$ cat src/hw/rtl/lmx_pkg.sv
// ----------------------------------------------------------------------------
// lmx_pkg
// Shared types and constants of the 3x3 local maximum detector.
// ----------------------------------------------------------------------------
package lmx_pkg;

	// Fixed field widths of the stream and register interfaces
	localparam int VALUE_BITS     = 16;
	localparam int COORD_BITS     = 10;
	localparam int CFG_BITS       = 11;
	localparam int APB_ADDR_BITS  = 3;
	localparam int APB_DATA_BITS  = 32;
	localparam int OUT_TDATA_BITS = 40;

	localparam int DEF_MAX_WIDTH   = 1024;
	localparam int DEF_SAMPLE_BITS = 16;

	localparam logic [CFG_BITS-1:0] WIDTH_RESET = 11'd640;

	// Register index (word address bit of paddr)
	localparam logic REG_IMAGE_WIDTH = 1'b0;

	// Input kind codes
	localparam logic KIND_PIXEL = 1'b0;
	localparam logic KIND_PAD   = 1'b1;

	// One result item; is_max sits in the lowest bit when packed
	typedef struct packed {
		logic [VALUE_BITS-1:0] value;
		logic [COORD_BITS-1:0] col;
		logic [COORD_BITS-1:0] row;
		logic                  is_max;
	} res_t;

	// Per-item control for the window compare
	typedef struct packed {
		logic                  top;       // row above lies inside the image
		logic                  bot;       // row below lies inside the image
		logic                  left1;     // column c-1 exists
		logic                  left2;     // column c-2 exists
		logic                  emit0;     // decide pixel (r-1, c-1)
		logic                  emit1;     // decide pixel (r-1, c), row end
		logic [COORD_BITS-1:0] row;       // row of the decided pixels
		logic [COORD_BITS-1:0] col;       // column of the current item
	} win_ctl_t;

endpackage

$ cat src/hw/rtl/lmx_window.sv
// ----------------------------------------------------------------------------
// lmx_window
// Two-column window registers and the neighbour compares for one item.
// ----------------------------------------------------------------------------
module lmx_window #(
	parameter int SAMPLE_BITS = 16
) (
	input  logic                   clk,
	input  logic                   arst_n,
	input  logic                   adv,
	input  lmx_pkg::win_ctl_t      ctl,
	input  logic [SAMPLE_BITS-1:0] a,
	input  logic [SAMPLE_BITS-1:0] m,
	input  logic [SAMPLE_BITS-1:0] v,
	output lmx_pkg::res_t          res0,
	output lmx_pkg::res_t          res1
);

	import lmx_pkg::*;

	localparam int PW = (SAMPLE_BITS > VALUE_BITS) ? SAMPLE_BITS : VALUE_BITS;

	logic [SAMPLE_BITS-1:0] a1_q, m1_q, b1_q, a2_q, m2_q, b2_q;
	logic                   ok0, ok1;
	logic [PW-1:0]          m1_ext, m_ext;

	// Shift the window by one column as the item leaves
	always_ff @(posedge clk or negedge arst_n) begin
		if (!arst_n) begin
			a1_q <= '0;
			m1_q <= '0;
			b1_q <= '0;
			a2_q <= '0;
			m2_q <= '0;
			b2_q <= '0;
		end else if (adv) begin
			a2_q <= a1_q;
			m2_q <= m1_q;
			b2_q <= b1_q;
			a1_q <= a;
			m1_q <= m;
			b1_q <= v;
		end
	end

	always_comb begin
		ok0 = (m1_q >= m)
			&& (!ctl.top || (m1_q >= a1_q && m1_q >= a))
			&& (!ctl.bot || (m1_q >= b1_q && m1_q >= v))
			&& (!ctl.left2 || (m1_q >= m2_q
				&& (!ctl.top || m1_q >= a2_q)
				&& (!ctl.bot || m1_q >= b2_q)));
		ok1 = (!ctl.top || m >= a)
			&& (!ctl.bot || m >= v)
			&& (!ctl.left1 || (m >= m1_q
				&& (!ctl.top || m >= a1_q)
				&& (!ctl.bot || m >= b1_q)));
	end

	assign m1_ext = PW'(m1_q);
	assign m_ext  = PW'(m);

	always_comb begin
		res0.is_max = ok0;
		res0.row    = ctl.row;
		res0.col    = ctl.col - COORD_BITS'(1);
		res0.value  = m1_ext[VALUE_BITS-1:0];
		res1.is_max = ok1;
		res1.row    = ctl.row;
		res1.col    = ctl.col;
		res1.value  = m_ext[VALUE_BITS-1:0];
	end

endmodule

$ cat config.mk
export PLATFORM = sky130hd
export DESIGN_NAME = lmx_window
export DESIGN_NICKNAME = d
export VERILOG_FILES = /design/src/hw/rtl/lmx_pkg.sv /design/src/hw/rtl/lmx_window.sv
export SDC_FILE = /design/constraint.sdc
export NUM_CORES = 1
export LEC_CHECK = 0
export ABC_AREA = 0
export ABC_CLOCK_PERIOD_IN_PS = 7400
export BUFFER_PORTS_ARGS = -buffer_cell sky130_fd_sc_hd__buf_2
export CORE_MARGIN = 4
export CORE_UTILIZATION = 48
export CTS_BUF_LIST = sky130_fd_sc_hd__clkbuf_8
export DETAILED_ROUTE_END_ITERATION = 16
export HOLD_SLACK_MARGIN = 0.03
export MAX_ROUTING_LAYER = met4
export PLACE_DENSITY_LB_ADDON = 0.12
export SLEW_MARGIN = 10
export SYNTH_ARGS = -nofsm -noshare
export SYNTH_HDL_FRONTEND = slang
export SYNTH_SLANG_ARGS = --single-unit
$ cat constraint.sdc
create_clock -name clk -period 7.4 [get_ports clk]
set_input_delay 1.48 -clock clk [delete_from_list [all_inputs] [get_ports clk]]
set_output_delay 1.48 -clock clk [all_outputs]
set_load 0.02 [all_outputs]
* Yosys cells after proc, flatten, opt, wreduce, memory -nomap -nowiden
Index checks and enable logic that the tools add are counted.
** Storage, ports and cells
- Register bits :: 96
- Latch bits :: 0
- RAM bits :: 0
- Bits in read-only memories :: 0
- Bits of input ports :: 77
- Output and inout bits :: 74
- Logic and storage cells :: 45
- Memories kept :: 0
** Cells by class
- Add/sub/neg operators :: 1
- Multiply operators :: 0
- Div/mod/pow operators :: 0
- Order comparisons :: 13
- Eq/ne operators :: 0
- Shift operators :: 0
- Muxes and demuxes :: 0
- Bitwise logic cells :: 0
- Reductions and logical operators :: 25
** Operators by type and width (number)
- greater-or-equal comparator 16 bit :: 13
- logical AND 1 bit :: 11
- logical OR 1 bit :: 10
- subtractor 10 x 1 -> 10 bit, second input constant :: 1
- logical NOT 1 bit :: 4

* Longest topological paths before layout
- Depth in word-level cells :: 6
- Depth in mapped cells :: 10
- Mapped depth without buffers :: 9

* Worst setup path after synthesis
Ideal clock, no wire load.
- Path type :: input -> output
- Start :: in m[0]
- End :: out res1[0] (netlist bit)
- Arrival :: 3.027 ns
- Data required time :: 5.920 ns
- Slack :: 2.893 ns
- Cell stages on the path :: 10
- Buffers on the path :: 1
- Cells stage by stage :: inv_1 -> ha_1 -> nand2b_1 -> a211oi_1 -> nor3_1 -> a2111oi_0 -> o21ai_0 -> o2bb2ai_1 -> nor4_1 -> buf_4
** On the way
- Longest elaborated chain between the ends :: 6
** Ends and longest elaborated chain
- start, declared :: line lmx_window.sv:13 : input logic [SAMPLE_BITS-1:0] m,
- greater-or-equal comparator 16 bit :: line lmx_window.sv:56 : && (!ctl.top || m >= a1_q)
- logical OR 1 bit :: line lmx_window.sv:56
- logical AND 1 bit :: line lmx_window.sv:56
- logical AND 1 bit :: line lmx_window.sv:57 : && (!ctl.bot || m >= b1_q)));
- logical OR 1 bit :: line lmx_window.sv:55 : && (!ctl.left1 || (m >= m1_q
- logical AND 1 bit * :: line lmx_window.sv:55
- end, declared :: line lmx_window.sv:16 : output lmx_pkg::res_t res1
Mark *: on every way between the ends. The rest lies on a longest branch, timed or not.

==> impl_metrics.py <==
metrics = {
    "logic_synthesis": {
        "yosys_warnings": 0,
        "seq_area_frac_synth": 0.290,
        "synth_fp_nets": 1220,
        "yosys_register_bits": 96,
        "ys.flop_type": "dfrtp_1",
        "syn-cell-area_sq_um": 8270,
        "synth-edff-count": 0,
        "ys_types": 45,
        "syn_area_per_cell_sq_um": 8.71,
        "async_reset_ff_frac": 1.00,
        "synthCells": 950,
    },
    "drt": {
        "vias_per_cell": 5.33,
        "wirelength_um": 19900,
        "post_drt_wl_per_cell_um": 16.1,
        "final_antenna_net_count": 0,
        "vias": 6586,
        "first_pass_iters": 5,
        "drc_errors": 0,
        "drt_iter0_drc": 258,
    },
    "grt": {
        "top_usage_layer": "met2",
        "grt_max_degree": 96,
        "grt_use_total": 0.218,
        "grt_overflow_total": 0,
        "antenna_found_initial": 0,
        "grt_use_met2": 0.344,
        "grt_pass1_wl_um": 33100,
        "gr-usage-met1": 0.297,
        "grt_pass1_vias": 6481,
        "use_met3": 0.0254,
    },
    "timing": {
        "max_freq_mhz": 201,
        "tightest_slew_ns": 0.966,
        "timing.slew.headroom": 0.339,
        "tns_ns": 0,
        "setup_viol": 0,
        "post-route-period-util": 0.674,
        "maxSlewViolCount": 0,
        "fin_skew_ns": 0.00740,
        "hold_slack_ns": 0.483,
        "finalHoldViolCount": 0,
        "rsz0062_at_grt": "no",
        "min_period_ns": 4.99,
    },
    "power": {
        "ir_drop_uv": 80.5,
        "cellLeakagePower_nw": 4.73,
        "power_density_nw_per_um2": 164,
    },
    "worst_setup_path": {
        "critPathMaxStageDelay_ns": 0.32,
        "crit_chain": "buf_2 -> ha_1 -> nand4_1 -> nor3_1 -> nand2_1 -> o21ai_0 -> o211ai_1 -> a2111oi_2 -> buf_2",
        "critPathArrivalTime_ns": 3.51,
        "crit_required_ns": 5.92,
        "cpMostUsedCell": "buf_2",
        "worst-path-buf-inv": 2,
        "crit_fanout": 7,
        "critPathTopFamily": "compound AO/OA/AOI/OAI gates",
        "cp-start-kind": "primary input",
        "slowest_stage": "ha_1",
        "worstSetupStartpoint": "m[15]",
        "critPathKind": "primary input to output port",
        "r2r-start": "m1_ext[11]$_DFFE_PN0P_",
        "cp-end-kind": "output port",
    },
    "cells_and_area": {
        "regArea_sq_um": 2400,
        "layout.nets": 1282,
        "finalInstanceArea_sq_um": 8890,
        "fillCellCount": 1669,
        "area_delta_synth_final_pct": 7.49,
        "drive_gt1_frac": 0.139,
        "diodes": 0,
        "layout_common_cells": "ha_1, inv_1, nand2_1, buf_2, o21ai_0",
        "multiInputGateArea_sq_um": 4950,
        "layout.cells.most_common": "ha_1",
    },
    "die": {
        "die_w_um": 139,
        "ios": 151,
        "start_util": 0.494,
        "num_rows": 47,
        "fp.dieH_um": 139,
        "core-area_sq_um": 16800,
        "dieArea_sq_um": 19400,
    },
    "place": {
        "place_congestion": 0.887,
        "placed_cell_area_sq_um": 8720,
        "port_buffers": 118,
        "place_hpwl_um": 15800,
    },
    "clock_network": {
        "clkTransAtPathRegs_ns": 0.09,
        "root_buffer": "clkbuf_8",
        "htreeDepth": 3,
        "clock_path_buffers": 2,
        "postCtsHoldBufs": 0,
        "ctsResizeCount": 0,
        "cts_setup_buffers": 0,
        "cts_tree": "built",
        "cts_sinks": 96,
        "cts_buffers": 9,
        "insertion_delay_ns": 0.39,
    },
    "flow_run": {
        "cap_viol_max_count": 0,
    },
    "hold_path": {
        "hold_class": "flop to flop",
        "min_from": "a1_q[3]$_DFFE_PN0P_",
    },
    "status": {
        "status": "finished clean",
    },
}
-- final timing paths --
| path | end | slack (ns) | depth (start not counted) |
|---|---|---|---|
| worst max register to register | m1_ext[11]$_DFFE_PN0P_ | 6.32 | 2 |
| worst min-delay path | a2_q[3]$_DFFE_PN0P_ | 0.48 | 2 |
| max in group asynchronous | a2_q[2]$_DFFE_PN0P_ | 5.19 | 2 |
| worst max-delay path | res0[0] | 2.41 | 9 |
| worst min register to register | a2_q[3]$_DFFE_PN0P_ | 0.48 | 2 |
| min in group asynchronous | m2_q[4]$_DFFE_PN0P_ | 1.08 | 1 |
-- power breakdown --
group	total (mW)	switching [mW]	internal [mW]
Clock	0.336	0.199	0.137
Combinational	0.495	0.291	0.204
Sequential	0.625	0.0484	0.577
Total	1.46	0.539	0.918
-- cell type report --
class,instances,share of cell area
Multi-Input combinational cell,658,0.557
Sequential cell,96,0.270
Timing Repair Buffer,120,0.0687
Inverter,127,0.0536
Tap cell,220,0.0310
Clock buffer,11,0.0170
Clock inverter,4,0.00239
-- worst register-to-register path, delay by kind of cell (launching register included) --
family	cells	cell delay (ns)
flip-flops	1	0.69
AO/OA/AOI/OAI	1	0.18
buffers and inverters	1	0.14
-- sequential cells by signal, summed over array words and instances, names as in the netlist --
signal	count
b2_q	16
m1_ext	16
m2_q	16
a2_q	16
b1_q	16
a1_q	16
-- cell families (layout without fill, tap and decap cells) --
kind of cell,Yosys count,count (layout),share of synthesized area
AO/OA/AOI/OAI,245,245,0.178
multiplexers,5,5,0.00681
adder cells (fa/ha/maj),193,193,0.292
buffers and inverters,196,262,0.111
XOR/XNOR,8,8,0.00847
AND/OR/NAND/NOR,207,207,0.114
flip-flops,96,96,0.290
-- routing by layer --
metal  up-vias  share of wire  wire, um
li1       3388              -         -
met1      3065           0.48      9580
met2       104           0.47      9290
met3        29          0.033       654
met4         0          0.020       389
met5         -              0         0
-- Yosys cell counts (2+ instances only) --
cell type,count,area [sq um]
nand3b_1,3,22.5
o2111ai_1,3,26.3
a21oi_1,49,245
o21ai_0,114,571
nor2_1,23,86.3
or3_1,2,12.5
nand3_1,8,40.0
a31oi_1,4,25.0
inv_1,127,477
nand2_1,116,435
a211o_1,2,17.5
dfrtp_1,96,2400
a21o_1,24,180
nor4_1,3,18.8
nor3_1,8,40.0
nand4_1,17,106
a2111oi_2,2,30.0
nand4b_1,2,17.5
a211oi_1,8,60.1
xnor2_1,2,17.5
buf_4,48,360
mux2_2,5,56.3
a2111oi_1,2,20.0
nand2b_1,11,68.8
and3_1,3,18.8
ha_1,193,2410
o21bai_1,2,15.0
nor2b_1,7,43.8
nor3b_1,3,22.5
a2111oi_0,7,61.3
o21a_1,8,60.1
xor2_1,6,52.6
clkbuf_1,20,75.1
a41oi_1,2,17.5
o211ai_1,10,75.1
-- per-stage QoR --
stage	power [mW]	utilization	setup slack [ns]	std cells
after floorplan	0.989	-	2.89	950
after global placement	1.12	0.520	2.26	1221
after detailed placement	1.14	0.520	2.30	1221
after CTS	1.48	0.530	2.28	1236
after global routing	1.59	0.530	2.10	1236
final	1.46	0.530	2.41	1236
Power figures use the tool's default switching activity.
