$ cat config.mk
export PLATFORM = sky130hd
export DESIGN_NAME = lmx_out_buf
export DESIGN_NICKNAME = d
export VERILOG_FILES = /design/src/hw/rtl/lmx_pkg.sv /design/src/hw/rtl/lmx_out_buf.sv
export SDC_FILE = /design/constraint.sdc
export NUM_CORES = 1
export LEC_CHECK = 0
export BUFFER_PORTS_ARGS = -buffer_cell sky130_fd_sc_hd__buf_2
export CORE_MARGIN = 2
export CORE_UTILIZATION = 51
export DETAILED_ROUTE_END_ITERATION = 6
export GPL_ROUTABILITY_DRIVEN = 0
export GPL_TIMING_DRIVEN = 0
export HOLD_SLACK_MARGIN = 0.06
export PLACE_DENSITY_LB_ADDON = 0.12
export RECOVER_POWER = 50
export SKIP_CTS_REPAIR_TIMING = 1
export SLEW_MARGIN = 40
export SYNTH_ARGS = -nofsm -noshare
export SYNTH_HDL_FRONTEND = slang
export SYNTH_SLANG_ARGS = --single-unit
$ cat constraint.sdc
create_clock -name clk -period 4.8 [get_ports clk]
set_clock_uncertainty 0.2 [all_clocks]
set_input_delay 0.24 -clock clk [delete_from_list [all_inputs] [get_ports clk]]
set_output_delay 0.24 -clock clk [all_outputs]
set_load 0.05 [all_outputs]
$ cat src/hw/rtl/lmx_pkg.sv
// ----------------------------------------------------------------------------
// lmx_pkg
// Shared types and constants of the 3x3 local maximum detector.
// ----------------------------------------------------------------------------
package lmx_pkg;

	// Fixed field widths of the stream and register interfaces
	localparam int VALUE_BITS     = 16;
	localparam int COORD_BITS     = 10;
	localparam int CFG_BITS       = 11;
	localparam int APB_ADDR_BITS  = 3;
	localparam int APB_DATA_BITS  = 32;
	localparam int OUT_TDATA_BITS = 40;

	localparam int DEF_MAX_WIDTH   = 1024;
	localparam int DEF_SAMPLE_BITS = 16;

	localparam logic [CFG_BITS-1:0] WIDTH_RESET = 11'd640;

	// Register index (word address bit of paddr)
	localparam logic REG_IMAGE_WIDTH = 1'b0;

	// Input kind codes
	localparam logic KIND_PIXEL = 1'b0;
	localparam logic KIND_PAD   = 1'b1;

	// One result item; is_max sits in the lowest bit when packed
	typedef struct packed {
		logic [VALUE_BITS-1:0] value;
		logic [COORD_BITS-1:0] col;
		logic [COORD_BITS-1:0] row;
		logic                  is_max;
	} res_t;

	// Per-item control for the window compare
	typedef struct packed {
		logic                  top;       // row above lies inside the image
		logic                  bot;       // row below lies inside the image
		logic                  left1;     // column c-1 exists
		logic                  left2;     // column c-2 exists
		logic                  emit0;     // decide pixel (r-1, c-1)
		logic                  emit1;     // decide pixel (r-1, c), row end
		logic [COORD_BITS-1:0] row;       // row of the decided pixels
		logic [COORD_BITS-1:0] col;       // column of the current item
	} win_ctl_t;

endpackage

$ cat src/hw/rtl/lmx_out_buf.sv
// ----------------------------------------------------------------------------
// lmx_out_buf
// Two-entry result register: holds both results of a row-end item.
// ----------------------------------------------------------------------------
module lmx_out_buf (
	input  logic          clk,
	input  logic          arst_n,
	input  logic          load,
	input  lmx_pkg::res_t in0,
	input  lmx_pkg::res_t in1,
	input  logic          in1_valid,
	output logic          free,
	output logic          tvalid,
	input  logic          tready,
	output lmx_pkg::res_t tdata,
	output logic          tlast
);

	import lmx_pkg::*;

	res_t e0_q, e1_q;
	logic v0_q, v1_q;
	logic take;

	assign take   = v0_q && tready;
	assign free   = !v0_q || (!v1_q && take);
	assign tvalid = v0_q;
	assign tdata  = e0_q;
	// Head is last unless its partner waits behind it
	assign tlast  = !v1_q;

	always_ff @(posedge clk or negedge arst_n) begin
		if (!arst_n) begin
			v0_q <= 1'b0;
			v1_q <= 1'b0;
		end else if (load) begin
			v0_q <= 1'b1;
			v1_q <= in1_valid;
		end else if (take) begin
			v0_q <= v1_q;
			v1_q <= 1'b0;
		end
	end

	always_ff @(posedge clk) begin
		if (load) begin
			e0_q <= in0;
			e1_q <= in1;
		end else if (take) begin
			e0_q <= e1_q;
		end
	end

endmodule

==> Word-level counts from Yosys, hierarchy flattened <==
Cells that the tools add are included.
{ "totals": {"inputBits": 79, "wordCells": 22, "reg_bits": 76} }
{ "classes": {"mux": 6, "reduce_logical": 6} }
{ "op_table": {"columns": ["operator", "n"], "rows": [
  ["$mux W37", 2],
  ["$mux W1", 4],
  ["$logic_and A1 B1 Y1", 2],
  ["$logic_not A1 Y1", 2],
  ["$reduce_bool A2 Y1", 1],
  ["$logic_or A1 B1 Y1", 1]
]} }

==> Logic depth before layout (Yosys ltp) <==
Gate-level depths: netlist of run 1.
{ "depth": {"word_depth": 3, "depth_mapped": 4} }

==> Worst setup path after synthesis of run 1 <==
OpenSTA, ideal clock, no wires.
{ "synth_path": {"path_type": "register -> register", "from": "register v0_q, in the netlist tvalid", "to": "register e0_q (netlist bit tdata[0]), enable pin", "setup_ns": 0.378, "setup_slack_ns": 2.859, "period_less_slack_ns": 1.941, "required_time_ns": 4.222, "arrival_time_ns": 1.363, "path_stages_with_launch": 3, "path_cell_list": "dfrtp_1 -> and2_1 -> or2_2"} }
{ "synth_via": {"elab_chain_cells": 2} }
{ "synth_lines": {"columns": ["element", "line", "source"], "rows": [
  ["start, declared", "lmx_out_buf.sv:22", "logic v0_q, v1_q;"],
  ["start signal, assigned", "lmx_out_buf.sv:40", "v0_q <= v1_q;"],
  ["$logic_and A1 B1 Y1", "lmx_out_buf.sv:25", "assign take = v0_q && tready;"],
  ["$reduce_bool A2 Y1 (no line)", null, null],
  ["end signal, assigned", "lmx_out_buf.sv:47", "e0_q <= in0;"],
  ["end signal, assigned", "lmx_out_buf.sv:50", "e0_q <= e1_q;"],
  ["end, declared", "lmx_out_buf.sv:21", "res_t e0_q, e1_q;"]
]} }
Every way passes these cells.
A chain may end at the register's enable or synchronous reset.

==> Final worst setup path of run 1 <==
{ "layout_path": {"from": "input load", "to": "register e0_q (netlist bit tdata[25]), enable pin"} }
{ "layout_via": {"elab_chain_cells": 1} }
{ "layout_lines": {"columns": ["element", "line", "source"], "rows": [
  ["start, declared", "lmx_out_buf.sv:8", "input logic load,"],
  ["$reduce_bool A2 Y1 (no line)", null, null]
]} }
Every way passes these cells.

==> results.toml, run 1 <==
[global_route]
grt_overflow = 0
grt_max_degree = 39
first_global_vias = 1535
grt_usage_pct = 15.3
grt_pass1_wl_um = 6960
antenna_found_initial = 0

[timing]
max_freq_ghz = 0.345
period_minus_slack_ns = 2.90
setup_viol = 0
hold_viol = 0
finalCritPeriodShare_pct = 60.3
rsz0062_at_grt = "false"
fin_setup_tns_ns = 0
slew_viol_final = 39
worst-slew-pin-transition_ns = 2.08
relSlewSlack_pct = -38.7

[yosys]
synth_area_per_cell_um2 = 23.4
yosys-top-cells-area = "edfxtp_1, mux2_4, buf_12"
synth.distinct_cells = 13
synth_area_um2 = 2950
yosysWarnings = 0
syn_inst = 126
yosysSeqAreaShare_pct = 77.0
synth_top_area_cell = "edfxtp_1"
ys_ff_latch = 76
yosysTopAreaCellShare_pct = 75.3
synth_fp_nets = 205

[pwr]
ir_drop_mv = 0.263
seqPwrFrac_pct = 53.5
p_leak_nw = 1.94
p_int_mw = 1.11
pwr-share-clk_pct = 25.7
power.switching_mw = 0.411
p_per_area_nw_per_um2 = 334
finalPower_mw = 1.52
power_frac_comb_pct = 20.8
switching_share_pct = 27.0

[finish]
fin_cells = 410
fin_area_um2 = 4550
multi_input_area_um2 = 596
n_antenna_cell = 0
final_util_pct = 82.1
fin_nets = 413
nFillCells = 314
drive_gt1_share_pct = 45.3
final_cell_mix = "buf_2, dlygate4sd3_1, edfxtp_1"
regArea_um2 = 2270
area_growth_pct = 54.2
final_common_cell = "buf_2"

[placement]
portBuffers = 118
dpl.hpwl_um = 3360
post_dp_cell_area_um2 = 3630
dp.cells = 316

[critical_path]
startpoint_type = "input port"
cpPeakStageDelay_ns = 1.46
r2r-start = "tvalid"
cp.required_ns = 4.57
worst-path-buf-inv = 3
crit_chain = "clkbuf_1, buf_6, buf_6, or2_4"
path_class = "input port to flip-flop"
critPathSlowestCell = "clkbuf_1"
cp_max_fo = 38
reg2reg_to = "v1_q"
critical_path.top_delay_family = "buffers and inverters"
rrSetupSlack_ns = 3.15
reg2reg_depth = 3
endpoint_kind = "flip-flop"
arrival_ns = 2.67
cp.depth = 4
cpMostUsedCell = "buf_6"

[worst_hold_path]
hold_start = "tvalid"
hp-class = "flip-flop to flip-flop"
holdPathEnd = "tvalid"
holdPathStages = 1

[status]
status = "finished with violations"
violations = "capacitance limit, slew limit"

[clock_network]
cts_root_buf = "clkbuf_8"
clk_pin_slew_ns = 0.07
cts_tree = "built"
clock_latency_ns = 0.34
htreeDepth = 3
clk_path_buf_depth = 2
cts_buffers = 9
clkSinkCount = 76

[die]
std_cell_rows = 27
io-pin-count = 119
core_area_um2 = 5540
initial_utilization_pct = 53.3
die_width_um = 80.1
die_h_um = 80.1
die_area_um2 = 6410

[route]
drt_iter0_drc = 94
ant_nets = 0
wire_per_inst_um = 15.5
drc_errors = 0
totalWireLength_um = 6360
vias = 1870
drt_first_pass_iters = 4
drt-vias-per-instance = 4.56

[flow_run]
maxCapViolCount = 1
[synthesized netlist by cell type]
library cell	number
and2_1	1
nand2b_1	1
buf_6	2
nand2_1	2
edfxtp_1	74
mux2_4	36
a21o_1	1
buf_12	3
o31ai_1	1
dfrtp_1	2
mux2_2	1
inv_1	1
or2_2	1
[metal layers]
layer  vias up  routed length, um  global-route usage (%)
met2        77               3490                    25.5
met1       879               2330                    16.6
li1        905                  -                       -
met4         0                 89                    7.63
met5         -                  0                       0
met3         9                452                    6.52
[worst reg2reg max path: cells and delay by family, from the launching register on]
kind	cells	cell delay, ns
AND/OR/NAND/NOR	1	0.18
buffers and inverters	1	0.60
flip-flops	1	0.40
AO/OA/AOI/OAI	1	0.20
[registers in the layout, summed over array words and instances (netlist names)]
name / flops
tdata: 37
v1_q: 1
tvalid: 1
e1_q: 37
[kinds of logic (layout without fill, tap and decap cells)]
family / Yosys count / count (layout) / synth area share (%)
compound gates: 2 / 2 / 0.509
buf+inv: 6 / 218 / 2.92
flops: 76 / 76 / 77.0
mux: 37 / 37 / 18.7
simple gates: 5 / 5 / 0.891
[worst max-delay path by stage]
stage / start / end / slack, ns
floorplan: tvalid / tdata[0] / 2.86
global placement: load / tdata[36] / 2.15
detailed placement: load / tdata[36] / 2.11
CTS: load / tdata[4] / 2.46
global route: load / tdata[23] / 1.72
finish: load / tdata[25] / 1.90
[cell type report]
type / count / area share (%)
timing repair buffer: 197 / 29.8
buffer: 5 / 1.81
multi-input combinational: 44 / 13.1
sequential: 76 / 49.9
clock inverter: 4 / 0.385
inverter: 1 / 0.0825
clock buffer: 11 / 2.89
tap: 72 / 1.98
[through the flow]
stage               hold slack [ns]  setup WS, ns
global placement             -0.172          2.15
CTS                          -0.536          2.46
floorplan                    -0.256          2.86
detailed placement           -0.167          2.11
global route                  0.360          1.72
finish                        0.334          1.90
[power by group through the flow]
stage	clock (mW)	sequential, mW	combinational (mW)
floorplan	0	0.942	0.0748
global placement	0	0.824	0.264
detailed placement	0	0.827	0.268
CTS	0.399	0.813	0.268
global route	0.429	0.819	0.331
finish	0.390	0.814	0.317
Power figures use the tool's default switching activity.
==> inputs of run 2 (changes only) <==
--- a/config.mk
+++ b/config.mk
@@ -5,9 +5,10 @@
 export SDC_FILE = /design/constraint.sdc
 export NUM_CORES = 1
 export LEC_CHECK = 0
+export ABC_AREA = 1
 export BUFFER_PORTS_ARGS = -buffer_cell sky130_fd_sc_hd__buf_2
 export CORE_MARGIN = 2
-export CORE_UTILIZATION = 51
+export CORE_UTILIZATION = 42
 export DETAILED_ROUTE_END_ITERATION = 6
 export GPL_ROUTABILITY_DRIVEN = 0
 export GPL_TIMING_DRIVEN = 0
==> constraint.sdc (replaced) <==
create_clock -name clk -period 2.51 [get_ports clk]
set_clock_uncertainty 0.2 [all_clocks]
set_input_delay 0.1255 -clock clk [delete_from_list [all_inputs] [get_ports clk]]
set_output_delay 0.1255 -clock clk [all_outputs]
set_load 0.05 [all_outputs]
==> run 2 against run 1 <==
Effect of this change:
- the run now ends clean
- combinational power increased by 79%
- flip-flop and latch count unchanged
- count of clock-buffer cells in the layout decreased by 1
- worst hold slack got worse by 0.041 ns
- area after synthesis decreased by 5.6%
==> results.toml, run 2 <==
[global_route]
grtUsageMet2_pct = 26.6
busiest_layer = "met2"
grt_usage_pct = 15.4
met1_usage_pct = 17.0
first_global_vias = 1823
met3_usage_pct = 5.16
grt_overflow = 0
grt_pass1_wl_um = 8310
grt_max_degree = 41
antenna_found_initial = 0

[critical_path]
r2r-start = "tvalid"
startpoint_type = "input port"
reg2reg_depth = 4
cp_max_fo = 40
cp.required_ns = 2.53
arrival_ns = 1.91
path_class = "input port to flip-flop"
rrSetupSlack_ns = 1.03
endpoint_kind = "flip-flop"
reg2reg_to = "v1_q"

[clock_network]
clk_pin_slew_ns = 0.08
clk_path_buf_depth = 2
cts_tree = "built"
htreeDepth = 3
cts_buffers = 9
clock_latency_ns = 0.34
cts_root_buf = "clkbuf_8"
clkSinkCount = 76

[yosys]
synth_area_um2 = 2790
synth_fp_nets = 284
synth_flop_cell = "edfxtp_1"
syn_inst = 205
ys_ff_latch = 76
yosysSeqAreaShare_pct = 81.5
synth-edff-count = 74
synth_most_common_cell = "nand2_1"
yosysWarnings = 0
async_reset_ff_share_pct = 2.63
yosysTopAreaCellShare_pct = 79.7
yosys-top-cells-area = "edfxtp_1, nand2_1, dfrtp_1"
synth_top_area_cell = "edfxtp_1"
synth_area_per_cell_um2 = 13.6
synth_common_cells = "nand2_1, edfxtp_1, buf_2"
synth.distinct_cells = 8

[pwr]
ir_drop_mv = 0.560
p_per_area_nw_per_um2 = 691
p_leak_nw = 2.06

[finish]
final_common_cell = "buf_2"
area_growth_pct = 60.6
n_antenna_cell = 0
fin_nets = 492
drive_gt1_share_pct = 33.3
final_cell_mix = "buf_2, nand2_1, dlygate4sd3_1"
final_util_pct = 70.1

[route]
totalWireLength_um = 6390
vias = 2172
drc_errors = 0
drt_iter0_drc = 87
drt-vias-per-instance = 4.39
ant_nets = 0
wire_per_inst_um = 12.9
drt_first_pass_iters = 4

[timing]
period_minus_slack_ns = 1.90
max_freq_ghz = 0.527
setup_viol = 0
finalCritPeriodShare_pct = 75.6
relSlewSlack_pct = 33.5
hold_viol = 0
rsz0062_at_grt = "false"
worst-slew-pin-transition_ns = 0.998
slew_viol_final = 0
hold_ws_ns = 0.293

[flow_run]
maxCapViolCount = 0

[die]
initial_utilization_pct = 43.6
core_area_um2 = 6390
io-pin-count = 119
std_cell_rows = 29
die_h_um = 85.5
die_width_um = 85.5
die_area_um2 = 7300

[placement]
dpl.hpwl_um = 3730
portBuffers = 118

[worst_hold_path]
holdPathEnd = "e1_q[22]"
holdPathStages = 2
hp-class = "input port to flip-flop"
hold_start = "in1[22]"

[status]
status = "finished, final reports clean"
## run 2: changes by cell type after synthesis, moves of 3 or more
cell     delta
buf_2       +5
mux2_4     -36
buf_12      -3
nand2_1   +116
## run 2: logic make-up after synthesis
kind of cell	after synthesis	share of synthesized area, %
buffers and inverters	10	2.38
DFF	76	81.5
and+or+nand+nor	119	16.1
## run 2: worst max-delay path, cell delays in order
cell and delay (ns):
clkbuf_2 0.73, inv_2 0.10, buf_2 0.23, nand3_1 0.10, nand2_1 0.05, dlygate4sd3_1 0.55
## run 2: routing by layer
metal  routed length, um  vias to the layer above
li1                    -                     1100
met3                 421                       10
met5                   0                        -
met1                2470                      982
met4                 109                        0
met2                3390                       80
## run 2: final cells by class
cell class | count | area (um2)
multi-input combinational | 119 | 455
buffer | 8 | 56.3
timing repair buffer | 197 | 1380
clock buffer | 10 | 128
clock inverter | 6 | 78.8
inverter | 2 | 7.51
tap | 77 | 96.3
fill | 478 | 1910
sequential | 76 | 2270
## run 2: power breakdown
part / internal, mW / leakage (nW) / switching, mW
clock network: 0.552 / 0.107 / 0.420
logic: 0.198 / 1.19 / 0.370
registers: 1.53 / 0.765 / 0.0267
total: 2.27 / 2.06 / 0.817
## run 2: per-stage QoR
step | TNS (ns) | instance area (um2) | total power [mW] | cells | worst slack (ns)
after global placement | -17.17 | 3470 | 2.04 | 400 | -0.466
after global routing | 0 | 4470 | 3.21 | 495 | 0.467
after CTS | 0 | 3690 | 3.01 | 416 | 0.983
after floorplan | 0 | 2790 | 1.90 | 205 | 0.341
after detailed placement | 0 | 3480 | 2.05 | 400 | 0.627
final | 0 | 4470 | 3.09 | 495 | 0.613
## run 2: worst max path at each step
stage,slack [ns],depth (start not counted),from,end
finish,0.61,6,load,v1_q
global route,0.47,4,load,tdata[24]
CTS,0.98,4,load,tdata[27]
detailed placement,0.63,4,load,tdata[10]
global placement,-0.47,4,load,tdata[17]
floorplan,0.34,2,tvalid,tdata[0]
